### src/hdl/mpe_pkg.sv
// Package for the Mandelbrot pixel engine: word types, register map, constants, sequencer states.
`default_nettype none
package mpe_pkg;

	// Screen geometry; the row offset is taken about the middle row
	localparam int HEIGHT = 240;
	localparam logic [63:0] ROW_CENTER = 64'(HEIGHT / 2);

	// Q32.32 constants
	localparam logic [63:0] STEP_RECIP   = 64'h0000_0000_00CC_CCCD;  // about 1/320
	localparam logic [63:0] ESCAPE_BOUND = 64'h0000_0004_0000_0000;  // 4.0

	// Palette wraps from this value back to 1
	localparam logic [7:0] PAL_MAX = 8'd255;

	// Configuration port
	localparam int          APB_ADDR_W  = 5;
	localparam int          APB_DATA_W  = 64;
	localparam logic [15:0] LIMIT_RESET = 16'd128;

	typedef enum logic [1:0] {
		REG_CENTER_REAL = 2'd0,
		REG_CENTER_IMAG = 2'd1,
		REG_VIEW_SCALE  = 2'd2,
		REG_ITER_LIMIT  = 2'd3
	} reg_idx_t;

	// Configuration seen by the sequencer
	typedef struct packed {
		logic [63:0] center_real;
		logic [63:0] center_imag;
		logic [63:0] view_scale;
		logic [15:0] iteration_limit;
	} cfg_t;

	// Input word
	typedef struct packed {
		logic [8:0] pixel_column;
		logic [7:0] pixel_row;
	} pixel_t;

	// Output word
	typedef struct packed {
		logic [15:0] escape_count;
		logic [7:0]  palette_index;
	} result_t;

	// Shared multiplier request and response
	typedef struct packed {
		logic        start;
		logic [63:0] a;
		logic [63:0] b;
	} mul_req_t;

	typedef struct packed {
		logic         done;
		logic [127:0] prod;
	} mul_rsp_t;

	// Sequencer states
	typedef enum logic [3:0] {
		ST_IDLE,
		ST_STEP,
		ST_XOFF,
		ST_YOFF,
		ST_SQ_RE,
		ST_SQ_IM,
		ST_CROSS,
		ST_UPDATE,
		ST_EMIT
	} seq_state_t;

endpackage
`default_nettype wire

### src/hdl/mpe_mul.sv
// Shared 64x64 signed multiplier: one 33x33 partial product a cycle, accumulated to 128 bits.
`default_nettype none
module mpe_mul import mpe_pkg::*; (
	input  wire logic     clk,
	input  wire logic     arst_n,
	input  mul_req_t      req,
	output mul_rsp_t      rsp
);

	logic [63:0]         a_q;
	logic [63:0]         b_q;
	logic                issue_q;
	logic [1:0]          cnt_q;
	logic signed [32:0]  op_a;
	logic signed [32:0]  op_b;
	logic signed [65:0]  pp;
	logic signed [65:0]  pp_s1;
	logic [1:0]          sel_s1;
	logic                vld_s1;
	logic                last_s1;
	logic [127:0]        pp_ext;
	logic [127:0]        acc_q;
	logic                done_q;

	// Halves: low half zero extended, high half sign extended
	always_comb begin
		case (cnt_q)
			2'd0: begin
				op_a = $signed({1'b0, a_q[31:0]});
				op_b = $signed({1'b0, b_q[31:0]});
			end
			2'd1: begin
				op_a = $signed({1'b0, a_q[31:0]});
				op_b = $signed({b_q[63], b_q[63:32]});
			end
			2'd2: begin
				op_a = $signed({a_q[63], a_q[63:32]});
				op_b = $signed({1'b0, b_q[31:0]});
			end
			default: begin
				op_a = $signed({a_q[63], a_q[63:32]});
				op_b = $signed({b_q[63], b_q[63:32]});
			end
		endcase
	end

	assign pp = op_a * op_b;

	// Align the registered partial product by its weight
	always_comb begin
		case (sel_s1)
			2'd0:    pp_ext = {{62{pp_s1[65]}}, pp_s1};
			2'd1,
			2'd2:    pp_ext = {{30{pp_s1[65]}}, pp_s1, 32'd0};
			default: pp_ext = {pp_s1[63:0], 64'd0};
		endcase
	end

	// Issue control
	always_ff @(posedge clk or negedge arst_n) begin
		if (!arst_n) begin
			issue_q <= 1'b0;
			cnt_q   <= '0;
			vld_s1  <= 1'b0;
			last_s1 <= 1'b0;
			done_q  <= 1'b0;
		end else begin
			if (req.start) begin
				issue_q <= 1'b1;
				cnt_q   <= '0;
			end else if (issue_q) begin
				cnt_q <= cnt_q + 2'd1;
				if (cnt_q == 2'd3)
					issue_q <= 1'b0;
			end
			vld_s1  <= issue_q;
			last_s1 <= issue_q && (cnt_q == 2'd3);
			done_q  <= vld_s1 && last_s1;
		end
	end

	// Operands, partial product stage, accumulator
	always_ff @(posedge clk) begin
		if (req.start) begin
			a_q   <= req.a;
			b_q   <= req.b;
			acc_q <= '0;
		end else if (vld_s1) begin
			acc_q <= acc_q + pp_ext;
		end
		pp_s1  <= pp;
		sel_s1 <= cnt_q;
	end

	assign rsp.done = done_q;
	assign rsp.prod = acc_q;

endmodule
`default_nettype wire

### config.mk
export PLATFORM = sky130hd
export DESIGN_NAME = mpe_mul
export DESIGN_NICKNAME = d
export VERILOG_FILES = /design/src/hdl/mpe_pkg.sv /design/src/hdl/mpe_mul.sv
export SDC_FILE = /design/constraint.sdc
export NUM_CORES = 2
export LEC_CHECK = 0
export CORE_MARGIN = 2
export CORE_UTILIZATION = 59
export CTS_BUF_LIST = sky130_fd_sc_hd__clkbuf_8 sky130_fd_sc_hd__clkbuf_16
export DETAILED_ROUTE_END_ITERATION = 10
export DONT_BUFFER_PORTS = 1
export PLACE_DENSITY_LB_ADDON = 0.15
export SLEW_MARGIN = 10
export SYNTH_ARGS = -nofsm -noshare
export SYNTH_HDL_FRONTEND = slang
export SYNTH_SLANG_ARGS = --single-unit
### constraint.sdc
create_clock -name clk -period 11.5 [get_ports clk]
set_clock_uncertainty 0.15 [all_clocks]
set_input_delay 1.725 -clock clk [delete_from_list [all_inputs] [get_ports clk]]
set_output_delay 1.725 -clock clk [all_outputs]
set_load 0.01 [all_outputs]
* Yosys cells after proc, flatten, opt, wreduce, memory -nomap -nowiden
Cells that the tools add are included.
** Operators by class
- Multiplexer cells :: 8
- Equality and inequality tests :: 5
- $add $sub $neg :: 2
- Multiply operators :: 1
- Reduce and logical (&&, ||, !) cells :: 8
** Operators with widths (number)
- $pmux W128 S2 :: 1
- $add A128 B128 Y128 :: 1
- $mul A33 B33 Y66 :: 1
- $mux W33 :: 2
- $eq A2 B2 Y1 const B :: 3
- $reduce_or A2 Y1 :: 3
- $eq A2 B1 Y1 const B :: 2
- $logic_not A2 Y1 :: 2
- $mux W2 :: 2
- $mux W1 :: 3
- $add A2 B1 Y2 const B :: 1
- $logic_and A1 B1 Y1 :: 2
- $reduce_bool A2 Y1 :: 1
** Storage, ports and cells
- Output and inout bits :: 129
- Flip-flop bits (word level) :: 330
- Bits of input ports :: 131
- Logic and storage cells :: 34

* Depth between registers and ports, before layout
- Depth after elaboration :: 4
- Depth in mapped cells :: 37
- Gate-level depth less buffers :: 34

* Least setup slack after synthesis
OpenSTA, ideal clock, no wires.
- Path type :: register to register
- From :: register cnt_q[0]
- To :: register pp_s1[63]
- Slack :: 1719 ps
- Cell stages (with the launch flop) :: 33
- Arrival :: 9558 ps
- Cells stage by stage :: dfrtp_1 > inv_1 > ha_1 > clkbuf_1 > nor2_1 > clkbuf_1 > mux2i_1 > clkbuf_1 > clkbuf_1 > nor2_1 > fa_1 > fa_1 > fa_1 > inv_1 > fa_1 > fa_1 > fa_1 > fa_1 > fa_1 > inv_1 > ha_1 > inv_1 > o21bai_1 > a21oi_1 > o21ai_0 > a221o_1 > a211o_1 > a221oi_1 > nand2b_1 > a31o_2 > a41o_1 > a21oi_1 > xnor2_1
** Between the ends
- Cells in the longest elaborated chain, start to end :: 4
- Elaborated cells on any way between the ends :: 8
- Classes of those cells :: mul: 1; eq/ne: 2; mux: 2; reduce/logical: 3
** Ends and longest elaborated chain
- start: declaration :: line mpe_mul.sv:13 : logic [1:0] cnt_q;
- start signal: assignment :: line mpe_mul.sv:72 : cnt_q <= cnt_q + 2'd1;
- $eq A2 B1 Y1, or another cell as far along :: line mpe_mul.sv:27 : case (cnt_q)
- $reduce_or A2 Y1 (no line)
- $mux W33 :: line mpe_mul.sv:27
- $mul A33 B33 Y66 (*) :: line mpe_mul.sv:47 : assign pp = op_a * op_b;
- net pp[63] :: line mpe_mul.sv:16 : logic signed [65:0] pp;
- end signal: assignment :: line mpe_mul.sv:91 : pp_s1 <= pp;
- end: declaration :: line mpe_mul.sv:17 : logic signed [65:0] pp_s1;
Mark *: on every way through the listed nets, which the timed path passes. The rest lies on a longest branch.
A chain may end at the register's enable or synchronous reset.

* Worst setup path in the final report
- From :: register cnt_q[0]
- To :: register pp_s1[64]
Same word-level chain as after synthesis.

==> flow_metrics.env <==
export IMPL_status="finished, final reports clean"
export IMPL_hold_class="flip-flop to flip-flop"
export IMPL_overflow=0
export IMPL_ys_seq_elements=330
export IMPL_finalSetupViolCount=0
export IMPL_post_route_period_util_pct=95.1
export IMPL_critPathKind="flip-flop to flip-flop"
export IMPL_place_congestion=1.04
export IMPL_crit_path_top_delay_cell="mux2i_2"
export IMPL_vias=45800
export IMPL_fin_nets=7906
export IMPL_rsz0062_at_grt="no"
export IMPL_r2r_end="pp_s1[64]"
export IMPL_area_growth_pct=5.18
export IMPL_endpoint_kind="flip-flop"
export IMPL_dp_cells=7511
export IMPL_cts_root_buf="clkbuf_16"
export IMPL_synth_top_family_by_area="adder cells"
export IMPL_hpwl_um=155000
export IMPL_drv_slew=0
export IMPL_cts_buffers=42
export IMPL_cap_violations=0
export IMPL_drive_above_1_share_pct=4.99
export IMPL_tightest_slew_ns=1.39
export IMPL_cts_max_level=2
export IMPL_ys_flop_type="dfxtp_1"
export IMPL_worst_path_most_repeated_cell="fa_1"
export IMPL_antenna_found_initial=2
export IMPL_met2_length_um=81700
export IMPL_synth_compound_area_share_pct=9.44
export IMPL_wl_met3_um=26300
export IMPL_die_area_mm2=0.100
export IMPL_hold_buffers=0
export IMPL_synth_simple_area_share_pct=12.5
export IMPL_synth_area_top_cells="fa_1, inv_1, ha_1"
export IMPL_cts_tree="done"
export IMPL_first_pass_iters=7
export IMPL_final_hold_viol_count=0
export IMPL_cp_arrival_ns=11.31
export IMPL_worst_r2r_path_depth=32
export IMPL_slowest_delay_ns=0.98
export IMPL_track_usage_pct=39.5
export IMPL_synth_edf_count=128
export IMPL_synth_fa_ha_area_share_pct=47.4
export IMPL_synthArstFlopShare_pct=1.82
export IMPL_worstPathRequired_ns=11.87
export IMPL_wire_per_inst_um=25.6
export IMPL_die_w_um=317
export IMPL_synth_top_cell_area_share_pct=39.8
export IMPL_postCtsSetupBuffers=0
export IMPL_r2r_slack_ns=0.56
export IMPL_wl_met1_um=74200
export IMPL_initial_utilization_pct=59.6
export IMPL_avgSynthCellArea_um2=8.97
export IMPL_ys_types=76
export IMPL_ys_seq_area_share_pct=13.7
export IMPL_hp_start="cnt_q[1]"
export IMPL_instances_no_fill=7592
export IMPL_core_mm2=0.0967
export IMPL_clk_latency_ns=0.65
export IMPL_critPathLaunchType="flip-flop"
export IMPL_maxSlewHeadroom_pct=5.27
export IMPL_cts_sinks=330
export IMPL_clk_pin_slew_worst_paths_ns=0.06
export IMPL_synthCells=6429
export IMPL_worstPathMaxFanout=16
export IMPL_yosys_warnings=0
export IMPL_reg2reg_from="cnt_q[0]"
export IMPL_syn_cell_area_mm2=0.0577
export IMPL_grt_first_pass_wirelength_um=290000
export IMPL_vias_per_cell=6.03
export IMPL_first_global_vias=46800
export IMPL_synthMuxAreaShare_pct=3.63
export IMPL_grt_max_degree=218
export IMPL_num_io_pins=260
export IMPL_rows=114
export IMPL_drc=0
export IMPL_fmax_ghz=0.0914
export IMPL_die_height_um=317
export IMPL_postRouteAntennaNets=0
export IMPL_holdPathStages=0
export IMPL_min_period_ns=10.94
export IMPL_routed_wl_um=194000
export IMPL_synth_xor_area_share_pct=2.98
export IMPL_holdWs_ns=0.300
export IMPL_cts_resized=0
export IMPL_synth_top_area_cell="fa_1"
export IMPL_clockBufferDepth=3
export IMPL_setup_tns_ns=0
export IMPL_highest_layer="met5"
export IMPL_first_iter_violations=4514
export IMPL_place_port_buffers=0
export IMPL_holdPathEnd="sel_s1[1]"
export IMPL_synth_nets=8056
-- flip-flops by register name, summed over array words and instances (netlist names) --
register and flops:
acc_q 128, done_q 1, vld_s1 1, a_q 64, sel_s1 2, last_s1 1
cnt_q 2, pp_s1 66, issue_q 1, b_q 64
-- critical path, delay by kind of cell, from the launching register on --
family                   cells  cell delay [ns]
AND/OR/NAND/NOR              3             0.71
AO/OA/AOI/OAI               10             2.89
multiplexers                 1             0.98
buffers and inverters        7             0.91
adder cells (fa/ha/maj)     10             4.54
flip-flops                   1             0.43
XOR/XNOR                     1             0.16
-- cell usage after synthesis (8+ instances only) --
cell / number
a21boi_0: 8
fa_1: 1146
or3_1: 9
xor2_1: 62
clkbuf_1: 295
and3_1: 11
nand3_1: 43
mux2_2: 64
o21a_1: 23
a31oi_1: 25
edfxtp_1: 128
inv_1: 1277
a22o_1: 36
o31ai_1: 11
mux2i_1: 137
xnor2_1: 134
a21oi_1: 331
a211oi_1: 17
nand4_1: 73
nand2b_1: 15
and2_1: 49
nor3_1: 25
ha_1: 350
a21o_1: 124
nor2_1: 754
dfxtp_1: 196
nand2_1: 720
buf_1: 13
nor2b_1: 20
nor4_1: 9
o21bai_1: 36
o211ai_1: 16
o21ai_0: 163
-- kinds of logic (layout without fill, tap and decap cells) --
| kind of cell | after synthesis | count (layout) |
|---|---|---|
| other cells | 0 | 5 |
| buf+inv | 1587 | 1469 |
| xor+xnor | 196 | 196 |
| simple gates | 1749 | 1749 |
| compound gates | 870 | 870 |
| flops | 330 | 330 |
| fa+ha+maj | 1496 | 1496 |
| mux | 201 | 201 |
-- per-layer routing --
layer  global-route usage, %  vias to the layer above
met3                    13.9                      587
met1                    52.2                    22700
li1                        -                    19600
met2                    58.4                     2848
met5                       0                        -
met4                    18.8                        2
-- metrics by stage --
step	utilization (%)	setup WS [ns]	area [µm²]
final	62.7	0.563	60600
after global routing	62.7	0.123	60600
after CTS	62.7	0.629	60600
after detailed placement	61.2	0.685	59200
after global placement	61.2	0.801	59200
after floorplan	-	1.72	57700
-- worst max-delay path by stage --
stage,slack [ns],from,cells after the start,endpoint
final,0.56,cnt_q[0],32,pp_s1[64]
after CTS,0.63,cnt_q[0],32,pp_s1[64]
after floorplan,1.72,cnt_q[0],32,pp_s1[63]
after detailed placement,0.69,cnt_q[0],32,pp_s1[64]
after global routing,0.12,cnt_q[0],32,pp_s1[64]
after global placement,0.80,cnt_q[0],32,pp_s1[64]
-- cell type report --
cell class                 instances  area, µm²
antenna                            5       12.5
multi-input combinational       4512      44000
clock buffer                      44       1080
fill                            8305      36100
inverter                        1278       4800
tap                             1276       1600
timing repair buffer             115        876
clock inverter                    32        368
sequential                       330       7920
-- layout by cell type (no fill, tap or decap), drive strengths merged, types with 7 or more instances in the layout --
cell type,count
or3,9
o41ai,7
dfxtp,196
clkinv,15
mux2,64
a211oi,17
nor4,9
a31oi,25
and2,49
o21ai,168
o21bai,36
ha,350
nor2b,20
o31ai,11
nand2b,15
nor3,25
o21a,23
nand3,43
a21o,124
o211ai,16
a22o,36
a21oi,331
mux2i,137
fa,1146
xnor2,134
nor2,754
clkbuf,44
edfxtp,128
a21boi,10
inv,1286
buf,115
nand2,720
nand4,74
and3,11
xor2,62
Power is left out: the tool's default activity adds up to more than one toggle a clock period on the data nets, which glitch-free logic cannot reach.
