==> src/hdl/mpe_pkg.sv <==
// Package for the Mandelbrot pixel engine: word types, register map, constants, sequencer states.
`default_nettype none
package mpe_pkg;

	// Screen geometry; the row offset is taken about the middle row
	localparam int HEIGHT = 240;
	localparam logic [63:0] ROW_CENTER = 64'(HEIGHT / 2);

	// Q32.32 constants
	localparam logic [63:0] STEP_RECIP   = 64'h0000_0000_00CC_CCCD;  // about 1/320
	localparam logic [63:0] ESCAPE_BOUND = 64'h0000_0004_0000_0000;  // 4.0

	// Palette wraps from this value back to 1
	localparam logic [7:0] PAL_MAX = 8'd255;

	// Configuration port
	localparam int          APB_ADDR_W  = 5;
	localparam int          APB_DATA_W  = 64;
	localparam logic [15:0] LIMIT_RESET = 16'd128;

	typedef enum logic [1:0] {
		REG_CENTER_REAL = 2'd0,
		REG_CENTER_IMAG = 2'd1,
		REG_VIEW_SCALE  = 2'd2,
		REG_ITER_LIMIT  = 2'd3
	} reg_idx_t;

	// Configuration seen by the sequencer
	typedef struct packed {
		logic [63:0] center_real;
		logic [63:0] center_imag;
		logic [63:0] view_scale;
		logic [15:0] iteration_limit;
	} cfg_t;

	// Input word
	typedef struct packed {
		logic [8:0] pixel_column;
		logic [7:0] pixel_row;
	} pixel_t;

	// Output word
	typedef struct packed {
		logic [15:0] escape_count;
		logic [7:0]  palette_index;
	} result_t;

	// Shared multiplier request and response
	typedef struct packed {
		logic        start;
		logic [63:0] a;
		logic [63:0] b;
	} mul_req_t;

	typedef struct packed {
		logic         done;
		logic [127:0] prod;
	} mul_rsp_t;

	// Sequencer states
	typedef enum logic [3:0] {
		ST_IDLE,
		ST_STEP,
		ST_XOFF,
		ST_YOFF,
		ST_SQ_RE,
		ST_SQ_IM,
		ST_CROSS,
		ST_UPDATE,
		ST_EMIT
	} seq_state_t;

endpackage
`default_nettype wire

==> src/hdl/mpe_pixel_if.sv <==
// Pixel coordinate channel: valid/ready handshake carrying one pixel word.
`default_nettype none
interface mpe_pixel_if import mpe_pkg::*; ();
	logic   valid;
	logic   ready;
	pixel_t data;

	modport source (output valid, output data, input ready);
	modport sink (input valid, input data, output ready);
endinterface
`default_nettype wire

==> src/hdl/mpe_result_if.sv <==
// Result channel: valid/ready handshake carrying one escape count word.
`default_nettype none
interface mpe_result_if import mpe_pkg::*; ();
	logic    valid;
	logic    ready;
	result_t data;

	modport source (output valid, output data, input ready);
	modport sink (input valid, input data, output ready);
endinterface
`default_nettype wire

==> src/hdl/mpe_seq.sv <==
// Sequencer and datapath: pixel point setup, z iteration and result register.
`default_nettype none
module mpe_seq import mpe_pkg::*; (
	input  wire logic      clk,
	input  wire logic      arst_n,
	input  cfg_t           cfg,
	mpe_pixel_if.sink      pixel,
	mpe_result_if.source   result,
	output mul_req_t       mul_req,
	input  mul_rsp_t       mul_rsp
);

	seq_state_t  state_q;
	seq_state_t  state_d;
	logic        issued_q;
	logic [8:0]  col_q;
	logic [7:0]  row_q;
	logic [63:0] start_q;
	logic [63:0] step_q;
	logic [63:0] cre_q;
	logic [63:0] cim_q;
	logic [63:0] zre_q;
	logic [63:0] zim_q;
	logic [63:0] sqre_q;
	logic [63:0] sqim_q;
	logic [63:0] cross_q;
	logic [15:0] n_q;
	logic [7:0]  pal_q;
	logic [15:0] cnt_fin_q;
	logic [7:0]  pal_fin_q;
	logic        res_vld_q;
	result_t     res_q;

	logic        mul_state;
	logic        out_load;
	logic [63:0] prod_mid;
	logic [63:0] prod_low;
	logic [63:0] mag_sum;
	logic        escaped;
	logic [15:0] n_next;
	logic        last_iter;

	assign prod_mid  = mul_rsp.prod[95:32];
	assign prod_low  = mul_rsp.prod[63:0];
	assign mag_sum   = sqre_q + sqim_q;
	assign escaped   = $signed(mag_sum) > $signed(ESCAPE_BOUND);
	assign n_next    = n_q + 16'd1;
	assign last_iter = (n_next == cfg.iteration_limit);

	// Next state
	always_comb begin
		state_d = state_q;
		case (state_q)
			ST_IDLE:   if (pixel.valid) state_d = ST_STEP;
			ST_STEP:   if (mul_rsp.done) state_d = ST_XOFF;
			ST_XOFF:   if (mul_rsp.done) state_d = ST_YOFF;
			ST_YOFF: begin
				if (mul_rsp.done)
					state_d = (cfg.iteration_limit == 16'd0) ? ST_EMIT : ST_SQ_RE;
			end
			ST_SQ_RE:  if (mul_rsp.done) state_d = ST_SQ_IM;
			ST_SQ_IM:  if (mul_rsp.done) state_d = ST_CROSS;
			ST_CROSS:  if (mul_rsp.done) state_d = ST_UPDATE;
			ST_UPDATE: state_d = (escaped || last_iter) ? ST_EMIT : ST_SQ_RE;
			ST_EMIT:   if (!res_vld_q || result.ready) state_d = ST_IDLE;
			default:   state_d = ST_IDLE;
		endcase
	end

	// Outputs: handshakes and multiplier operand select
	always_comb begin
		pixel.ready = (state_q == ST_IDLE);
		out_load    = (state_q == ST_EMIT) && (!res_vld_q || result.ready);
		mul_state   = 1'b1;
		mul_req.a   = '0;
		mul_req.b   = '0;
		case (state_q)
			ST_STEP: begin
				mul_req.a = cfg.view_scale;
				mul_req.b = STEP_RECIP;
			end
			ST_XOFF: begin
				mul_req.a = step_q;
				mul_req.b = {55'd0, col_q};
			end
			ST_YOFF: begin
				mul_req.a = step_q;
				mul_req.b = ROW_CENTER - {56'd0, row_q};
			end
			ST_SQ_RE: begin
				mul_req.a = zre_q;
				mul_req.b = zre_q;
			end
			ST_SQ_IM: begin
				mul_req.a = zim_q;
				mul_req.b = zim_q;
			end
			ST_CROSS: begin
				mul_req.a = zre_q;
				mul_req.b = zim_q;
			end
			default: mul_state = 1'b0;
		endcase
		mul_req.start = mul_state && !issued_q;
	end

	// Control registers
	always_ff @(posedge clk or negedge arst_n) begin
		if (!arst_n) begin
			state_q   <= ST_IDLE;
			issued_q  <= 1'b0;
			res_vld_q <= 1'b0;
		end else begin
			state_q <= state_d;
			if (mul_req.start)
				issued_q <= 1'b1;
			else if (mul_rsp.done)
				issued_q <= 1'b0;
			if (out_load)
				res_vld_q <= 1'b1;
			else if (result.ready)
				res_vld_q <= 1'b0;
		end
	end

	// Datapath registers
	always_ff @(posedge clk) begin
		case (state_q)
			ST_IDLE: begin
				if (pixel.valid) begin
					col_q   <= pixel.data.pixel_column;
					row_q   <= pixel.data.pixel_row;
					// half the scale is an arithmetic shift
					start_q <= cfg.center_real - {cfg.view_scale[63], cfg.view_scale[63:1]};
					zre_q   <= '0;
					zim_q   <= '0;
					n_q     <= '0;
					pal_q   <= 8'd1;
				end
			end
			ST_STEP:  if (mul_rsp.done) step_q <= prod_mid;
			ST_XOFF:  if (mul_rsp.done) cre_q <= start_q + prod_low;
			ST_YOFF: begin
				if (mul_rsp.done) begin
					cim_q     <= cfg.center_imag - prod_low;
					cnt_fin_q <= '0;
					pal_fin_q <= '0;
				end
			end
			ST_SQ_RE: if (mul_rsp.done) sqre_q <= prod_mid;
			ST_SQ_IM: if (mul_rsp.done) sqim_q <= prod_mid;
			ST_CROSS: if (mul_rsp.done) cross_q <= prod_mid;
			ST_UPDATE: begin
				zre_q <= sqre_q - sqim_q + cre_q;
				zim_q <= cross_q + cross_q + cim_q;
				n_q   <= n_next;
				pal_q <= (pal_q == PAL_MAX) ? 8'd1 : pal_q + 8'd1;
				if (escaped) begin
					cnt_fin_q <= n_next;
					pal_fin_q <= pal_q;
				end else begin
					cnt_fin_q <= '0;
					pal_fin_q <= '0;
				end
			end
			default: ;
		endcase
		if (out_load) begin
			res_q.escape_count  <= cnt_fin_q;
			res_q.palette_index <= pal_fin_q;
		end
	end

	assign result.valid = res_vld_q;
	assign result.data  = res_q;

endmodule
`default_nettype wire

==> src/flat_wrapper.sv <==
// flat-port wrapper written by rule: the top's interface ports become plain ports
module mpe_seq_flat import mpe_pkg::*;
  (clk, arst_n, cfg, mul_req, mul_rsp, pixel_valid, pixel_data, pixel_ready, result_valid, result_data, result_ready);
  mpe_pixel_if pixel_i ();
  mpe_result_if result_i ();
  input  wire logic clk;
  input  wire logic arst_n;
  input  cfg_t cfg;
  output mul_req_t mul_req;
  input  mul_rsp_t mul_rsp;
  input wire logic [$bits(pixel_i.valid)-1:0] pixel_valid;
  input wire logic [$bits(pixel_i.data)-1:0] pixel_data;
  output wire logic [$bits(pixel_i.ready)-1:0] pixel_ready;
  output wire logic [$bits(result_i.valid)-1:0] result_valid;
  output wire logic [$bits(result_i.data)-1:0] result_data;
  input wire logic [$bits(result_i.ready)-1:0] result_ready;
  assign pixel_i.valid = pixel_valid;
  assign pixel_i.data = pixel_data;
  assign pixel_ready = pixel_i.ready;
  assign result_valid = result_i.valid;
  assign result_data = result_i.data;
  assign result_i.ready = result_ready;
  mpe_seq u_core (.clk(clk), .arst_n(arst_n), .cfg(cfg), .pixel(pixel_i), .result(result_i), .mul_req(mul_req), .mul_rsp(mul_rsp));
endmodule
==> config.mk <==
export PLATFORM = sky130hd
export DESIGN_NAME = mpe_seq_flat
export DESIGN_NICKNAME = d
export VERILOG_FILES = /design/src/hdl/mpe_pkg.sv /design/src/hdl/mpe_pixel_if.sv /design/src/hdl/mpe_result_if.sv /design/src/hdl/mpe_seq.sv /design/src/flat_wrapper.sv
export SDC_FILE = /design/constraint.sdc
export NUM_CORES = 2
export LEC_CHECK = 0
export BUFFER_PORTS_ARGS = -buffer_cell sky130_fd_sc_hd__buf_4
export CAP_MARGIN = 40
export CORE_UTILIZATION = 60
export CTS_CLUSTER_DIAMETER = 40
export CTS_CLUSTER_SIZE = 40
export DETAILED_ROUTE_END_ITERATION = 10
export PLACE_DENSITY = 0.86
export SYNTH_ARGS = -nofsm -noshare
export SYNTH_HDL_FRONTEND = slang
export SYNTH_SLANG_ARGS = --single-unit
==> constraint.sdc <==
create_clock -name clk -period 8.9 [get_ports clk]
set_input_delay 1.78 -clock clk [delete_from_list [all_inputs] [get_ports clk]]
set_output_delay 1.78 -clock clk [all_outputs]
set_load 0.05 [all_outputs]
# ---- After elaboration in Yosys (flattened, before gate mapping)
# Index checks and enable logic that the tools add are counted.
dict set report word_totals {
  ff_bits 671
  inputBits 358
  output_inout_bits 155
  word_cells 104
}
dict set report op_classes {
  addsub 11
  order_cmp 1
  n_eq_ne 18
  muxes 31
  reduce_logical 23
}
# cell count
set ops {}
lappend ops {{case mux 128 bit (6 select lines)} 1}
lappend ops {{adder 64 bit} 5}
lappend ops {{case mux 64 bit (2 select lines)} 2}
lappend ops {{subtractor 64 bit} 3}
lappend ops {{greater-than comparator 64 x 36 -> 1 bit, second input constant} 1}
lappend ops {{2-to-1 mux 64 bit} 1}
lappend ops {{case mux 16 bit (2 select lines)} 2}
lappend ops {{2-to-1 mux 16 bit} 3}
lappend ops {{2-to-1 mux 4 bit} 10}
lappend ops {{case mux 4 bit (9 select lines)} 1}
lappend ops {{2-to-1 mux 8 bit} 4}
lappend ops {{case mux 8 bit (2 select lines)} 2}
lappend ops {{AND reduction 2 bit} 9}
lappend ops {{adder 16 x 1 -> 16 bit, second input constant} 1}
lappend ops {{equality test 16 bit} 1}
lappend ops {{equality test 4 x 3 -> 1 bit, second input constant} 4}
lappend ops {{logical NOT 16 bit} 1}
lappend ops {{inequality test 2 bit, second input constant} 7}
lappend ops {{subtractor 7 x 8 -> 9 bit, first input constant} 1}
lappend ops {{adder 8 x 1 -> 8 bit, second input constant} 1}
lappend ops {{equality test 4 x 2 -> 1 bit, second input constant} 2}
lappend ops {{equality test 8 bit, second input constant} 1}
lappend ops {{AND reduction 8 bit} 1}
lappend ops {{nonzero test 2 bit} 4}
lappend ops {{other kinds (9)} 16}

# ---- Depth between registers and ports, before layout
dict set report depth {
  word_depth 5
  ltp_mapped 19
}

# ---- Least setup slack after synthesis
# Ideal clock, no wire load.
dict set report synth_path {
  path_type {input port to flip-flop}
  start {input port mul_rsp[128] in the netlist's numbering}
  end {register u_core.sqre_q[0] (enable)}
  setup_time_ns 0.644
  arrival_time_ns 7.947
  required_ns 8.256
  setup_slack_ns 0.309
  stages 2
  path_buffers 0
  cell_sequence {inv_1 nor4_1}
}
dict set report synth_via {
  elab_chain_len 1
}
# element line
set synth_rtl {}
lappend synth_rtl {{from (decl)} flat_wrapper.sv:10} ;# input mul_rsp_t mul_rsp;
lappend synth_rtl {{AND reduction 2 bit (no source line)} n/a}
lappend synth_rtl {{to (signal assigned)} mpe_seq.sv:150} ;# ST_SQ_RE: if (mul_rsp.done) sqre_q <= prod_mid;
lappend synth_rtl {{to (decl)} mpe_seq.sv:24} ;# logic [63:0] sqre_q;
# No other way between the ends.
# A chain may end at the register's enable or synchronous reset.

# ---- Final worst setup path
dict set report layout_path {
  start {register u_core.sqim_q[1]}
  end {register u_core.cnt_fin_q[0], data pin}
}
dict set report layout_via {
  elab_chain_len 4
}
# element line
set layout_rtl {}
lappend layout_rtl {{from (decl)} mpe_seq.sv:25} ;# logic [63:0] sqim_q;
lappend layout_rtl {{from (signal assigned)} mpe_seq.sv:151} ;# ST_SQ_IM: if (mul_rsp.done) sqim_q <= prod_mid;
lappend layout_rtl {{adder 64 bit} mpe_seq.sv:45} ;# assign mag_sum = sqre_q + sqim_q;
lappend layout_rtl {{greater-than comparator 64 x 36 -> 1 bit} mpe_seq.sv:46} ;# assign escaped = $signed(mag_sum) > $signed(ESCAPE_BOUND);
lappend layout_rtl {{2-to-1 mux 16 bit} mpe_seq.sv:158} ;# if (escaped) begin
lappend layout_rtl {{case mux 16 bit (2 select lines)} mpe_seq.sv:128} ;# case (state_q)
lappend layout_rtl {{to (signal assigned)} mpe_seq.sv:159} ;# cnt_fin_q <= n_next;
lappend layout_rtl {{to (decl)} mpe_seq.sv:29} ;# logic [15:0] cnt_fin_q;
# No other way between the ends.

==> metrics.md <==
| Metric | Value |
|---|---|
| CP Cell Sequence | inv_1, ha_1, nand2b_1, a2111oi_0, nor4b_1, nor2_1, a211oi_1, or4_1, nor4b_1, nand4_1, or4_1, a211oi_1, a41o_1, or2_1, nor2_1 |
| Hold-fix buffers, CTS | 0 |
| Nets@finish | 6351 |
| RR Startpoint | u_core.sqim_q[1] |
| Vias | 43400 |
| Headroom to the max-slew limit | 0.348 |
| Iter 0 DRT Violations | 6094 |
| Gate power share | 0.492 |
| Maximum fanout along the worst path | 24 |
| Die Wd | 287 µm |
| Gr usage total | 0.425 |
| DRT antenna net count | 0 |
| Setup_tns | 0 ps |
| Slowest cell on crit path | a2111oi_0 |
| Fill cells | 5845 |
| Crit share post-route | 0.692 |
| CTS tree | yes |
| Mapped Area | 48900 µm² |
| P&R area growth vs syn | 17.5% |
| Post-CTS Setup Bufs | 0 |
| Ratio of cells with drive above 1 in the final layout | 0.137 |
| Worst path arrival time | 6560 ps |
| Max incr delay on CP | 830 ps |
| Int Power | 9590 µW |
| Post-synthesis sequential area ratio | 0.411 |
| Largest net degree at the start of global routing | 97 |
| Synthesized net count | 5879 |
| CP Capture Point | u_core.cnt_fin_q[0] |
| Root Buffer | clkbuf_16 |
| TritonRoute pass-1 iters | 8 |
| Top post-synthesis cells by area | edfxtp_1 (41%), ha_1 (11%), inv_1 (4.5%), a21oi_1 (3.8%), xnor2_1 (3.8%) |
| R2R setup slack | 2740 ps |
| CTS Buffer Depth | 3 |
| Initial antenna violation count | 45 |
| Max Freq | 0.162 GHz |
| First-pass GRT wire length | 258000 µm |
| Setup crit start | u_core.sqim_q[1] |
| Critical path class | flip-flop to flip-flop |
| Dpl hpwl | 137000 µm |
| Startpoint Class | flip-flop |
| Core Util, Final | 0.713 |
| Post-synth top area share | 0.408 |
| R2R cell count | 15 |
| Prevailing post-synth register cell | edfxtp_1 |
| Slew @ Worst Pin | 978 ps |
| CTS buffer count | 105 |
| Mean Syn Cell Area | 9.76 µm² |
| Boundary Pins | 513 |
| Residual DRC count | 0 |
| Setup Skew | 49.6 ps |
| Async SR Flop Fraction | 0.00896 |
| Cells after Synth | 5010 |
| Fin. Hold Viols | 0 |
| Final setup fails | 0 |
| Core area | 80500 µm² |
| Max-Cap Viols | 0 |
| Sw Share | 0.462 |
| Reg2reg end | u_core.cnt_fin_q[0] |
| Routed len/inst | 26.8 µm |
| Synth warn | 0 |
| CTS HTree Levels | 3 |
| Die height | 287 µm |
| Post-cts sizing count | 0 |
| Non-Filler Instances | 6663 |
| Final Max Slew Viols | 0 |
| Initial Util | 0.607 |
| Synthesized flop and latch total | 670 |
| Final setup margin | 2740 ps |
| GRT Residual Overflow | 0 |
| Clock power frac | 0.242 |
| Setup WS pre-CTS | 2430 ps |
| Wirelength, routed | 179000 µm |
| Inst Count DP | 6435 |
| CP Capture Type | flip-flop |
| Post-synth EDFFs | 664 |
| Worst-skew pair later-pin latency | 690 ps |
| Max VDD drop | 0.000282 V |
| Distinct cells, synth | 85 |
| Clock transition at path regs | 60 ps |
| Power per cell area | 310 nW/µm² |
| Clock sinks | 670 |
| Hold WC Path Type | flip-flop to flip-flop |
| Die area | 82600 µm² |
| Num rows | 104 |
| Tmin final | 6160 ps |
| CP Data Required Time | 9300 ps |
| Reg power frac | 0.266 |
| I/O Buffers | 480 |
| RSZ-0062 raised after global routing | no |
| Status | finished, final reports clean |
| Cell leakage power | 0.0249 µW |
| Post-synthesis cell type with the largest combined area | edfxtp_1 |
| Final GP Congestion | 1.01 |
| Vias per std cell | 6.52 |
| Vias in the first global route | 40700 |
| Switching power | 8220 µW |
## per-layer routing
metal	vias up	wire (µm)	global-route usage
li1	19300	-	-
met1	20700	70500	0.601
met2	2960	72400	0.587
met3	462	26200	0.130
met4	34	9190	0.211
met5	-	218	0
## cell type report
type	instances	area [µm²]	area share
timing repair buffer	513	3900	0.0680
sequential	670	20100	0.350
multi-input combinational	3604	26100	0.454
inverter	588	2210	0.0384
antenna	31	77.6	0.00135
clock buffer	110	2650	0.0461
clock inverter	87	1090	0.0190
tap	1060	1330	0.0231
## registers in the layout (all words and copies together) (netlist names), 63 cells and up
signal and count:
u_core.cim_q 64, u_core.cre_q 64, u_core.cross_q 63, u_core.sqim_q 64, u_core.sqre_q 64, u_core.start_q 64, u_core.step_q 64, u_core.zim_q 64
u_core.zre_q 64
## worst max-delay path, delay by kind of cell (launching register included)
family	cells	cell delay [ps]
AND/OR/NAND/NOR	9	3300
AO/OA/AOI/OAI	4	1730
flip-flops	1	460
adder cells (fa/ha/maj)	1	230
buffers and inverters	1	140
## synthesized netlist by cell type, types with 70 or more instances
| master | number |
|---|---|
| o21ai_0 | 245 |
| ha_1 | 443 |
| inv_1 | 587 |
| nand3_1 | 81 |
| xor2_1 | 117 |
| a21oi_1 | 371 |
| xnor2_1 | 210 |
| nor3_1 | 77 |
| clkbuf_1 | 128 |
| nor2b_1 | 71 |
| a221o_1 | 70 |
| edfxtp_1 | 664 |
| a21o_1 | 195 |
| nand2_1 | 288 |
| nor2_1 | 409 |
| a22oi_1 | 133 |
## worst min path at each step
stage / start / to / slack [ps] / cells past startpoint
after floorplan: u_core.pal_fin_q[0] / u_core.result.data[0] / 400 / 0
after global placement: u_core.cnt_fin_q[11] / u_core.result.data[19] / 400 / 0
after detailed placement: u_core.cnt_fin_q[8] / u_core.result.data[16] / 400 / 0
after CTS: u_core.cnt_fin_q[8] / u_core.result.data[16] / 420 / 0
after global routing: u_core.cnt_fin_q[10] / u_core.result.data[18] / 420 / 0
final: u_core.cnt_fin_q[8] / u_core.result.data[16] / 410 / 0
## power groups by stage
stage          Sequential [µW]  Combinational (µW)  Clock (µW)
6_report                  4750                8760        4310
5_1_grt                   4770                9210        4430
3_5_place_dp              4750                8440           0
2_1_floorplan             4600                5820           0
4_1_cts                   4700                8540        4300
3_3_place_gp              4730                8340           0
## cells in the final DEF, fill, tap and decap left out, types with 68 or more instances in the layout
cell type    n
a21o_1     194
a21oi_1    370
a221o_1     70
a22oi_1    133
buf_4      506
clkbuf_16  105
edfxtp_1   664
fa_1        68
ha_1       443
inv_1      587
nand2_1    288
nand3_1     81
nor2_1     405
nor2b_1     71
nor3_1      74
o21ai_0    244
xnor2_1    210
xor2_1     117
## per-stage QoR
stage | instance area, µm² | total power (µW) | hold WS (ps)
final | 57400 | 17800 | 414
after global routing | 57400 | 18400 | 424
after CTS | 57300 | 17500 | 416
after detailed placement | 53600 | 13200 | 405
after global placement | 53500 | 13100 | 401
after floorplan | 48900 | 10400 | 400
## cell families after synthesis
family,Yosys count,synth area share
mux,24,0.00504
flops,670,0.411
buf+inv,736,0.0573
xor+xnor,327,0.0586
compound gates,1445,0.198
simple gates,1297,0.129
fa+ha+maj,511,0.141
(Power assumes the default switching activity.)
