**config.mk**
```make
export PLATFORM = sky130hd
export DESIGN_NAME = mpe_cfg
export DESIGN_NICKNAME = d
export VERILOG_FILES = /design/src/hdl/mpe_pkg.sv /design/src/hdl/mpe_cfg.sv
export SDC_FILE = /design/constraint.sdc
export NUM_CORES = 1
export LEC_CHECK = 0
export BUFFER_PORTS_ARGS = -buffer_cell sky130_fd_sc_hd__buf_4
export CAP_MARGIN = 20
export CELL_PAD_IN_SITES_DETAIL_PLACEMENT = 1
export CELL_PAD_IN_SITES_GLOBAL_PLACEMENT = 2
export CORE_ASPECT_RATIO = 0.75
export CORE_MARGIN = 2
export CORE_UTILIZATION = 35
export CTS_BUF_LIST = sky130_fd_sc_hd__clkbuf_4 sky130_fd_sc_hd__clkbuf_8 sky130_fd_sc_hd__clkbuf_16
export CTS_CLUSTER_SIZE = 30
export DETAILED_ROUTE_END_ITERATION = 10
export PLACE_DENSITY = 0.88
export SLEW_MARGIN = 20
export SYNTH_ARGS = -nofsm -noshare
export SYNTH_HDL_FRONTEND = slang
export SYNTH_SLANG_ARGS = --single-unit
```
**constraint.sdc**
```tcl
create_clock -name clk -period 2.65 [get_ports clk]
set_clock_uncertainty 0.05 [all_clocks]
set_input_delay 0.53 -clock clk [delete_from_list [all_inputs] [get_ports clk]]
set_output_delay 0.53 -clock clk [all_outputs]
set_load 0.005 [all_outputs]
```
**src/hdl/mpe_pkg.sv**
```systemverilog
// Package for the Mandelbrot pixel engine: word types, register map, constants, sequencer states.
`default_nettype none
package mpe_pkg;

	// Screen geometry; the row offset is taken about the middle row
	localparam int HEIGHT = 240;
	localparam logic [63:0] ROW_CENTER = 64'(HEIGHT / 2);

	// Q32.32 constants
	localparam logic [63:0] STEP_RECIP   = 64'h0000_0000_00CC_CCCD;  // about 1/320
	localparam logic [63:0] ESCAPE_BOUND = 64'h0000_0004_0000_0000;  // 4.0

	// Palette wraps from this value back to 1
	localparam logic [7:0] PAL_MAX = 8'd255;

	// Configuration port
	localparam int          APB_ADDR_W  = 5;
	localparam int          APB_DATA_W  = 64;
	localparam logic [15:0] LIMIT_RESET = 16'd128;

	typedef enum logic [1:0] {
		REG_CENTER_REAL = 2'd0,
		REG_CENTER_IMAG = 2'd1,
		REG_VIEW_SCALE  = 2'd2,
		REG_ITER_LIMIT  = 2'd3
	} reg_idx_t;

	// Configuration seen by the sequencer
	typedef struct packed {
		logic [63:0] center_real;
		logic [63:0] center_imag;
		logic [63:0] view_scale;
		logic [15:0] iteration_limit;
	} cfg_t;

	// Input word
	typedef struct packed {
		logic [8:0] pixel_column;
		logic [7:0] pixel_row;
	} pixel_t;

	// Output word
	typedef struct packed {
		logic [15:0] escape_count;
		logic [7:0]  palette_index;
	} result_t;

	// Shared multiplier request and response
	typedef struct packed {
		logic        start;
		logic [63:0] a;
		logic [63:0] b;
	} mul_req_t;

	typedef struct packed {
		logic         done;
		logic [127:0] prod;
	} mul_rsp_t;

	// Sequencer states
	typedef enum logic [3:0] {
		ST_IDLE,
		ST_STEP,
		ST_XOFF,
		ST_YOFF,
		ST_SQ_RE,
		ST_SQ_IM,
		ST_CROSS,
		ST_UPDATE,
		ST_EMIT
	} seq_state_t;

endpackage
`default_nettype wire

```
**src/hdl/mpe_cfg.sv**
```systemverilog
// APB register file holding the view and iteration limit.
`default_nettype none
module mpe_cfg import mpe_pkg::*; (
	input  wire logic                  clk,
	input  wire logic                  arst_n,
	input  wire logic                  psel,
	input  wire logic                  penable,
	input  wire logic                  pwrite,
	input  wire logic [APB_ADDR_W-1:0] paddr,
	input  wire logic [APB_DATA_W-1:0] pwdata,
	output logic      [APB_DATA_W-1:0] prdata,
	output logic                       pready,
	output cfg_t                       cfg
);

	logic [63:0] center_real_q;
	logic [63:0] center_imag_q;
	logic [63:0] view_scale_q;
	logic [15:0] iter_limit_q;
	logic        wr_en;
	reg_idx_t    idx;

	assign pready = 1'b1;
	assign wr_en  = psel & penable & pwrite & pready;
	assign idx    = reg_idx_t'(paddr[4:3]);

	// Register writes
	always_ff @(posedge clk or negedge arst_n) begin
		if (!arst_n) begin
			center_real_q <= '0;
			center_imag_q <= '0;
			view_scale_q  <= '0;
			iter_limit_q  <= LIMIT_RESET;
		end else if (wr_en) begin
			case (idx)
				REG_CENTER_REAL: center_real_q <= pwdata;
				REG_CENTER_IMAG: center_imag_q <= pwdata;
				REG_VIEW_SCALE:  view_scale_q  <= pwdata;
				REG_ITER_LIMIT:  iter_limit_q  <= pwdata[15:0];
				default: ;
			endcase
		end
	end

	// Read mux
	always_comb begin
		case (idx)
			REG_CENTER_REAL: prdata = center_real_q;
			REG_CENTER_IMAG: prdata = center_imag_q;
			REG_VIEW_SCALE:  prdata = view_scale_q;
			REG_ITER_LIMIT:  prdata = {48'd0, iter_limit_q};
			default:         prdata = '0;
		endcase
	end

	assign cfg.center_real     = center_real_q;
	assign cfg.center_imag     = center_imag_q;
	assign cfg.view_scale      = view_scale_q;
	assign cfg.iteration_limit = iter_limit_q;

endmodule
`default_nettype wire

```
* Word-level counts from Yosys, hierarchy flattened
Index checks and enable logic that the tools add are counted. Widths: inputs -> output; s select.
Operators by class: equal/unequal tests 3, mux-type cells 1, bitwise gates (word level) 2, reduce and logical (&&, ||, !) cells 5
Operator list (number):
- $pmux 64 s4 | 1
- $reduce_and 2->1 | 4
- $eq 2x2->1 const B | 2
- $and 1x1->1 | 2
- $eq 2x1->1 const B | 1
- $logic_not 2->1 | 1
Word-level totals: register bits after elaboration 208, logic and storage cells 15

* Depth between registers and ports, before layout
Gate-level depths: netlist of run 1.
depth after elaboration 3, depth in mapped cells 6, gate-level depth less buffers 3

* Worst setup path after synthesis of run 1
OpenSTA, ideal clock, no wires.
path type input -> output, start point in paddr[3], end point out prdata[11], data arrival time 1.549 ns, setup slack 0.521 ns, cell stages on the path 4, cell sequence buf_4 > buf_6 > buf_4 > mux4_2
On the way: word-level cells in the longest chain between the ends 2, elaborated cells between the ends (all ways) 5, classes of those cells eq/ne: 3; mux: 1; reduce/logical: 1
Ends and longest elaborated chain:
- from (decl) | RTL line mpe_cfg.sv:9 | input wire logic [APB_ADDR_W-1:0] paddr,
- $eq 2x2->1 (tied with other cells) | RTL line mpe_cfg.sv:47 | case (idx)
- $pmux 64 s4 * | RTL line mpe_cfg.sv:47
- to (decl) | RTL line mpe_cfg.sv:11 | output logic [APB_DATA_W-1:0] prdata,
Mark *: on every way between the ends. The rest lies on a longest branch, timed or not.

* Final worst setup path of run 1
start point in paddr[3], end point out prdata[13]
Same word-level chain as after synthesis.

==> impl_metrics.json, run 1 <==
{
  "setup_violations": 0,
  "die_w_um": 194,
  "synth_most_common_cell": "dfrtp_1",
  "critPathArrivalTime_ns": 1.63,
  "via_count": 6709,
  "synth_cells": 627,
  "p_sw_frac": 0.280,
  "path_clk_slew_ns": 0.06,
  "ys_types": 23,
  "rows": 51,
  "place_congestion": 0.817,
  "register_area_um2": 5210,
  "clkPwrFrac": 0.285,
  "power_frac_comb": 0.296,
  "clock-sinks": 208,
  "synth_seq_cells": 208,
  "postRouteAntennaNets": 0,
  "drv_cap": 0,
  "portBuffers": 342,
  "synth_edf_count": 0,
  "clockRootBuffer": "clkbuf_16",
  "utilization": 0.502,
  "final_area_um2": 13200,
  "tritoncts": "yes",
  "rsz0062_at_grt": "no",
  "routed_wl_um": 30300,
  "synthTopCellsByArea": "dfrtp_1 55%, mux2_2 16%, mux2_4 11%, mux2i_1 5.1%, mux4_2 3.8%",
  "wl_per_cell_um": 22.8,
  "grt_pass1_wl_um": 47300,
  "fillers": 2686,
  "postCtsSetupRepairBufs": 0,
  "p_seq_frac": 0.419,
  "cts_buffers": 23,
  "hold_depth": 2,
  "syn2layout_area_growth_pct": 39.7,
  "grt_pass1_vias": 7442,
  "finalMaxSlewViolations": 0,
  "hold_class": "in -> reg",
  "required_ns": 2.07,
  "start_util": 0.360,
  "power_density_nw_per_um2": 832,
  "coreArea_um2": 26200,
  "multi_input_area_um2": 3940,
  "antenna_found_initial": 0,
  "syn_area_um2": 9430,
  "cp_max_fo": 25,
  "crit_type": "in -> out",
  "ys_seq_area_frac": 0.552,
  "synthTopCellsByCount": "207 x dfrtp_1, 133 x mux2_2, 70 x mux2_4",
  "synth_nets": 701,
  "first_pass_iters": 4,
  "cts_buffer_depth": 3,
  "drc": 0,
  "switchingPower_uw": 3070,
  "period_share": 0.832,
  "setup_tns_ns": 0,
  "finalNetCount": 1047,
  "yosys.area.top_type": "dfrtp_1",
  "status": "finished, final reports clean",
  "die-area_um2": 28300,
  "cts_htree_levels": 1,
  "worst_hold_slack_ns": 0.214,
  "synth_top_area_frac": 0.549,
  "placed_cell_area_um2": 12400,
  "async_reset_ff_frac": 1.00,
  "synth-main-ff-cell": "dfrtp_1",
  "relSlewSlack": 0.621,
  "grt.total_usage": 0.212,
  "first_iter_violations": 219,
  "cts_resized": 0,
  "ios": 347,
  "min_period_ns": 2.21,
  "fmax_mhz": 453,
  "grt_overflow": 0,
  "final_hold_viol_count": 0,
  "start_kind": "primary input",
  "grt_max_degree": 62,
  "die_h_um": 146,
  "ctsHoldBuffers": 1,
  "insertion_delay_ns": 0.50,
  "vdd_ir_drop_max_mv": 0.474,
  "worstMarginPinSlew_ns": 0.569,
  "intPower_uw": 7880,
  "synth-warning-count": 0,
  "antennaDiodeCount": 0,
  "syn_avg_cell_area_um2": 15.0,
  "drive_gt1_frac": 0.634,
  "vias_per_cell": 5.04,
  "endpoint_kind": "output port",
  "dp_hpwl_um": 21200,
  "p_leak_uw": 0.00652,
  "r2r_cells": 1
}
## power groups by stage
stage          Clock (uW)  Sequential [uW]  Combinational, uW
6_report             3120             4590               3250
3_5_place_dp            0             4630               3290
2_1_floorplan           0             4530               1200
5_1_grt              3360             4720               3490
3_3_place_gp            0             4600               3190
4_1_cts              3230             4590               3310
## layout by cell type (no fill, tap or decap)
cell             n
clkinvlp_4       1
nand3_1          1
clkinv_2         2
dfstp_2          1
nor2_4           1
mux4_2          16
mux2i_1         48
o21ai_0         48
or2_1            1
inv_2            1
mux2_4          70
and2b_2          1
buf_12          10
nor3_4           1
dlygate4sd3_1    1
clkbuf_8         9
mux2_2         133
clkbuf_16       23
clkbuf_4         5
nand4_1          1
nand2_1         48
mux2_1           5
dfrtp_1        207
or3_4            1
conb_1           1
buf_4          351
## per-stage QoR
stage / cells / power, uW / setup slack [ns]
finish: 1331 / 11000 / 0.444
CTS: 1331 / 11100 / 0.432
global route: 1331 / 11600 / 0.404
floorplan: 627 / 5730 / 0.521
global placement: 1291 / 7790 / 0.451
detailed placement: 1291 / 7920 / 0.434
## state kept, by name, summed over array words and instances (netlist names)
| name | count |
|---|---|
| view_scale_q | 64 |
| center_real_q | 64 |
| iter_limit_q | 16 |
| center_imag_q | 64 |
## metal layers
metal  part of all wire  vias to the layer above  track usage
li1                   -                     2944            -
met1               0.43                     3498        0.274
met2               0.48                      231        0.350
met3              0.076                       36       0.0665
met4              0.021                        0       0.0477
met5                  0                        -            0
## cell type report
type / instances / area share
timing repair buffer: 363 / 0.217
clock buffer: 36 / 0.0549
sequential: 208 / 0.395
multi-input combinational: 376 / 0.299
clock inverter: 3 / 0.00133
tap: 344 / 0.0327
inverter: 1 / 0.000285
## path summary, 6_finish.rpt
| kind | startpoint | to | slack (ns) |
|---|---|---|---|
| min in group asynchronous | arst_n | view_scale_q[7] | 0.55 |
| worst min-delay path | pwdata[61] | center_real_q[61] | 0.21 |
| worst min register to register | center_real_q[62] | center_real_q[62] | 0.48 |
| worst max register to register | center_real_q[17] | center_real_q[17] | 1.77 |
| max in group asynchronous | arst_n | center_imag_q[45] | 1.30 |
| worst max-delay path | paddr[3] | prdata[13] | 0.44 |
## logic make-up (layout without fill, tap and decap cells)
family / after synthesis / after routing / synth area share
AND/OR/NAND/NOR: 55 / 55 / 0.0248
flip-flops: 208 / 208 / 0.552
other: 1 / 1 / 0.000398
buffers and inverters: 43 / 403 / 0.0317
multiplexers: 272 / 272 / 0.365
AO/OA/AOI/OAI: 48 / 48 / 0.0255
## critical path, stage by stage
cell	delay, ns
buf_4	0.14
buf_12	0.22
mux4_2	0.54
buf_4	0.16
Note: power is estimated with default switching activity, not from simulation.
==> run 2: changes to the inputs <==
- CORE_UTILIZATION: 35 -> 29
- PLACE_DENSITY: 0.88 -> 0.78
- clock period: 2.65 -> 1.8 ns (I/O delays scaled with it)
==> run 2 against run 1 <==
  * The flow now finishes with violations (negative setup slack)
  * Largest power group unchanged
  * Core utilization shrank 3.5 points
  * Via count up 7.4%
  * Clock power increased by 60%
  * Count of clock-buffer cells in the layout shrank 2
  * Critical path depth down 2
  * Register-to-register slack worse by 1.1 ns
  * Global-route usage is 1.9 points lower
  * Sequential share of layout area decreased by 4.9 points
  * Non-clock buffer count up 134
  * Cell count grew 18%
  * Design area is 14% higher
  * Worst hold slack worse by 0.19 ns
==> impl_metrics.json, run 2 (synthesis results as in run 1) <==
{
  "power_frac_comb": 0.343,
  "finalMaxSlewViolations": 0,
  "start_kind": "flip-flop",
  "required_ns": 1.39,
  "die_w_um": 212,
  "endpoint_kind": "output port",
  "p_leak_uw": 0.00752,
  "coreArea_um2": 32200,
  "cts_buffers": 23,
  "ios": 347,
  "finalNetCount": 1181,
  "vias_per_cell": 4.60,
  "grt.total_usage": 0.193,
  "tritoncts": "yes",
  "wl_per_cell_um": 21.9,
  "grt_pass1_wl_um": 50100,
  "power_density_nw_per_um2": 1190,
  "grt_overflow": 0,
  "critPathArrivalTime_ns": 1.55,
  "grt_pass1_vias": 7757,
  "rows": 57,
  "setup_tns_ns": -2.21,
  "cts_htree_levels": 1,
  "cts_buffer_depth": 3,
  "multi_input_area_um2": 4260,
  "utilization": 0.468,
  "hold_class": "in -> reg",
  "dp_hpwl_um": 22100,
  "clkPwrFrac": 0.279,
  "intPower_uw": 12700,
  "largest_registers": "center_imag_q (64), center_real_q (64), view_scale_q (64)",
  "cp_max_fo": 2,
  "violations": "negative setup slack",
  "status": "complete, but fails checks",
  "first_pass_iters": 4,
  "min_period_ns": 1.96,
  "syn2layout_area_growth_pct": 59.5,
  "vdd_ir_drop_max_mv": 0.661,
  "via_count": 7206,
  "die-area_um2": 34000,
  "drc": 0,
  "final_common_cell": "buf_4",
  "switchingPower_uw": 5100,
  "antenna_found_initial": 0,
  "p_seq_frac": 0.377,
  "first_iter_violations": 230,
  "worst_slack_ns": -0.159,
  "p_sw_frac": 0.286,
  "die_h_um": 160,
  "layout_common_cells": "444 x buf_4, 207 x dfrtp_1, 133 x mux2_2, 70 x mux2_4, 44 x mux2i_1",
  "grt_max_degree": 47,
  "rsz0062_at_grt": "yes",
  "portBuffers": 342,
  "r2r_cells": 3,
  "start_util": 0.293,
  "insertion_delay_ns": 0.52,
  "crit_type": "reg -> out",
  "antennaDiodeCount": 0,
  "clockRootBuffer": "clkbuf_16",
  "setup_violations": 22,
  "drive_gt1_frac": 0.743,
  "path_clk_slew_ns": 0.06,
  "final_hold_viol_count": 0,
  "fmax_mhz": 511,
  "postRouteAntennaNets": 0,
  "total_power_uw": 17800,
  "place_congestion": 0.779,
  "fillers": 3301,
  "clock-sinks": 208,
  "register_area_um2": 5210,
  "routed_wl_um": 34200,
  "drv_cap": 0,
  "dpl_worst_slack_ns": -0.0645,
  "hold_depth": 2,
  "period_share": 1.09
}
run 2: cell types whose count changed in the layout (fill, tap and decap cells not counted), sizes merged:
| cell | previous run | this run |
|---|---|---|
| clkinv | 2 | 4 |
| buf | 361 | 494 |
| clkbuf | 37 | 36 |
| bufinv | 0 | 2 |
| inv | 1 | 2 |
run 2: worst paths after layout:
path / start / to / slack, ns
min: pwdata[62] / center_real_q[62] / 0.02
min reg2reg: center_real_q[37] / center_real_q[37] / 0.49
max reg2reg: iter_limit_q[12] / iter_limit_q[12] / 0.70
max in group asynchronous: arst_n / view_scale_q[46] / 0.74
min in group asynchronous: arst_n / center_real_q[34] / 0.34
max: view_scale_q[14] / prdata[14] / -0.16
run 2: timing repair:
action | CTS | global route
gates resized for setup | 62 | 109
pin swaps | 1 | 17
hold buffers | 1 | 0
hold endpoints to repair | 35 | 0
endpoints found under the setup margin | 36 | 62
cloned | 5 | 1
setup buffers | 67 | 45
run 2: final cells by class:
cell class,instances,share of cell area
Clock buffer,34,0.0467
Clock inverter,8,0.00641
Inverter,1,0.000250
Multi-Input combinational cell,376,0.283
Sequential cell,208,0.346
Tap cell,442,0.0368
Timing Repair Buffer,497,0.281
run 2: per-layer routing:
metal,part of all wire,track usage,up-vias
met1,0.43,0.252,3733
met2,0.48,0.318,215
met5,0,0,-
met4,0.018,0.0375,0
li1,-,-,3216
met3,0.076,0.0588,42
run 2: power groups by stage:
stage                     registers (uW)  logic (uW)  clock network, uW
after CTS                           6660        5660               5080
final                               6720        6120               4980
after global placement              6790        4750                  0
after floorplan                     6670        1770                  0
after detailed placement            6820        4850                  0
after global routing                6860        6560               5290
run 2: metrics by stage:
step	hold slack [ns]	cells	cell area, um^2
finish	0.0216	1566	15000
global route	0.00308	1566	15000
CTS	0.00261	1522	14400
detailed placement	0.301	1407	12800
global placement	0.300	1407	12800
floorplan	0.0144	627	9430
run 2: worst max-delay path, cell delays in order, from the launching register on:
cell and delay [ns]:
dfrtp_1 0.40, mux4_2 0.49, buf_6 0.14
==> run 3: changes to the inputs <==
- TNS_END_PERCENT: unset -> 10
==> run 3 against run 2 <==
  * Sequential share of layout area grew 2.6 points
  * The flow still finishes with violations (negative setup slack)
  * Critical endpoint is now prdata[12]
  * Critical path depth is the same
  * Power down 4.8%
  * Wire length is 7.2% lower
  * Maximum frequency rose by 0.47%
  * Critical path type unchanged
==> impl_metrics.json, run 3 (synthesis results as in run 1) <==
{
  "cts_htree_levels": 1,
  "coreArea_um2": 32200,
  "rsz0062_at_grt": "yes",
  "rows": 57,
  "reg2reg_from": "iter_limit_q[12]",
  "routed_wl_um": 31800,
  "postRouteAntennaNets": 0,
  "endpoint_kind": "output port",
  "portBuffers": 342,
  "die_w_um": 212,
  "final_hold_viol_count": 0,
  "finalMaxSlewViolations": 0,
  "insertion_delay_ns": 0.51,
  "min_period_ns": 1.95,
  "cts_buffer_depth": 3,
  "ios": 347,
  "r2r-end": "iter_limit_q[12]",
  "place_congestion": 0.779,
  "drive_gt1_frac": 0.660,
  "drv_cap": 0,
  "grt.total_usage": 0.183,
  "start_kind": "flip-flop",
  "path_clk_slew_ns": 0.06,
  "cp_max_fo": 2,
  "min_to": "center_real_q[62]",
  "final_common_cell": "buf_4",
  "vdd_ir_drop_max_mv": 0.606,
  "setup_violations": 16,
  "r2r_cells": 3,
  "die-area_um2": 34000,
  "hold_start": "pwdata[62]",
  "layout_common_cells": "388 x buf_4, 207 x dfrtp_1, 133 x mux2_2, 70 x mux2_4",
  "clock-sinks": 208,
  "grt_pass1_vias": 7435,
  "via_count": 6869,
  "clockRootBuffer": "clkbuf_16",
  "required_ns": 1.39,
  "worst_slack_ns": -0.149,
  "finalNetCount": 1109,
  "vias_per_cell": 4.60,
  "antenna_found_initial": 0,
  "status": "complete, but fails checks",
  "regToRegSetupSlack_ns": 0.71,
  "tritoncts": "yes",
  "first_iter_violations": 248,
  "first_pass_iters": 4,
  "worst_hold_slack_ns": 0.0234,
  "syn2layout_area_growth_pct": 48.5,
  "drc": 0,
  "wl_per_cell_um": 21.3,
  "p_leak_uw": 0.00691,
  "placed_cell_area_um2": 12800,
  "largest_registers": "center_imag_q (64), center_real_q (64), view_scale_q (64)",
  "crit_type": "reg -> out",
  "start_util": 0.293,
  "grt_overflow": 0,
  "cts_buffers": 23,
  "power_density_nw_per_um2": 1210,
  "fmax_mhz": 513,
  "hold_depth": 2,
  "utilization": 0.435,
  "violations": "negative setup slack",
  "final_area_um2": 14000,
  "antennaDiodeCount": 0,
  "period_share": 1.08,
  "critPathArrivalTime_ns": 1.54,
  "grt_pass1_wl_um": 47800,
  "die_h_um": 160,
  "grt_max_degree": 47,
  "hold_class": "in -> reg",
  "dp_hpwl_um": 22100
}
[run 3: what timing repair did]
action | in CTS | in global routing
endpoints found under the setup margin | 36 | 53
buffers inserted | 30 | 14
gates resized for setup | 25 | 34
hold buffers | 1 | 0
endpoints found under the hold margin | 35 | 0
[run 3: how the worst max path moves through the flow]
stage / from / end / slack (ns) / depth (start not counted)
2_1_floorplan: paddr[3] / prdata[11] / 0.01 / 4
3_3_place_gp: paddr[3] / prdata[16] / -0.07 / 6
3_5_place_dp: paddr[3] / prdata[16] / -0.06 / 6
4_1_cts: view_scale_q[15] / prdata[15] / -0.17 / 2
5_1_grt: center_imag_q[12] / prdata[12] / -0.21 / 2
6_report: iter_limit_q[12] / prdata[12] / -0.15 / 2
[run 3: area by class of cell]
cell class	count	area, um^2
tap	442	553
sequential	208	5210
clock buffer	34	702
inverter	1	3.75
fill	3341	18200
timing repair buffer	425	3490
multi-input combinational	376	3950
clock inverter	8	96.3
[run 3: report_power, final]
group	leakage [uW]	switching (uW)	internal, uW
Clock	0.000401	1960	2990
Sequential	0.00255	926	5780
Combinational	0.00396	1860	3460
Total	0.00691	4740	12200
[run 3: worst max-delay path, stage by stage (launching register included)]
cell and delay, ns:
dfrtp_1 0.40, mux4_2 0.49, buf_6 0.13
[run 3: metal layers]
layer	track usage	part of all wire
met1	0.240	0.44
met2	0.300	0.47
met5	0	0
met4	0.0302	0.014
met3	0.0612	0.078
[run 3: metrics by stage]
step | cells | power [uW] | setup slack [ns] | setup TNS, ns
2_1_floorplan | 627 | 8440 | 0.0106 | 0
3_3_place_gp | 1407 | 11500 | -0.0742 | -0.209
3_5_place_dp | 1407 | 11700 | -0.0645 | -0.611
4_1_cts | 1480 | 17000 | -0.174 | -2.66
5_1_grt | 1494 | 17900 | -0.215 | -3.29
6_report | 1494 | 17000 | -0.149 | -2.16
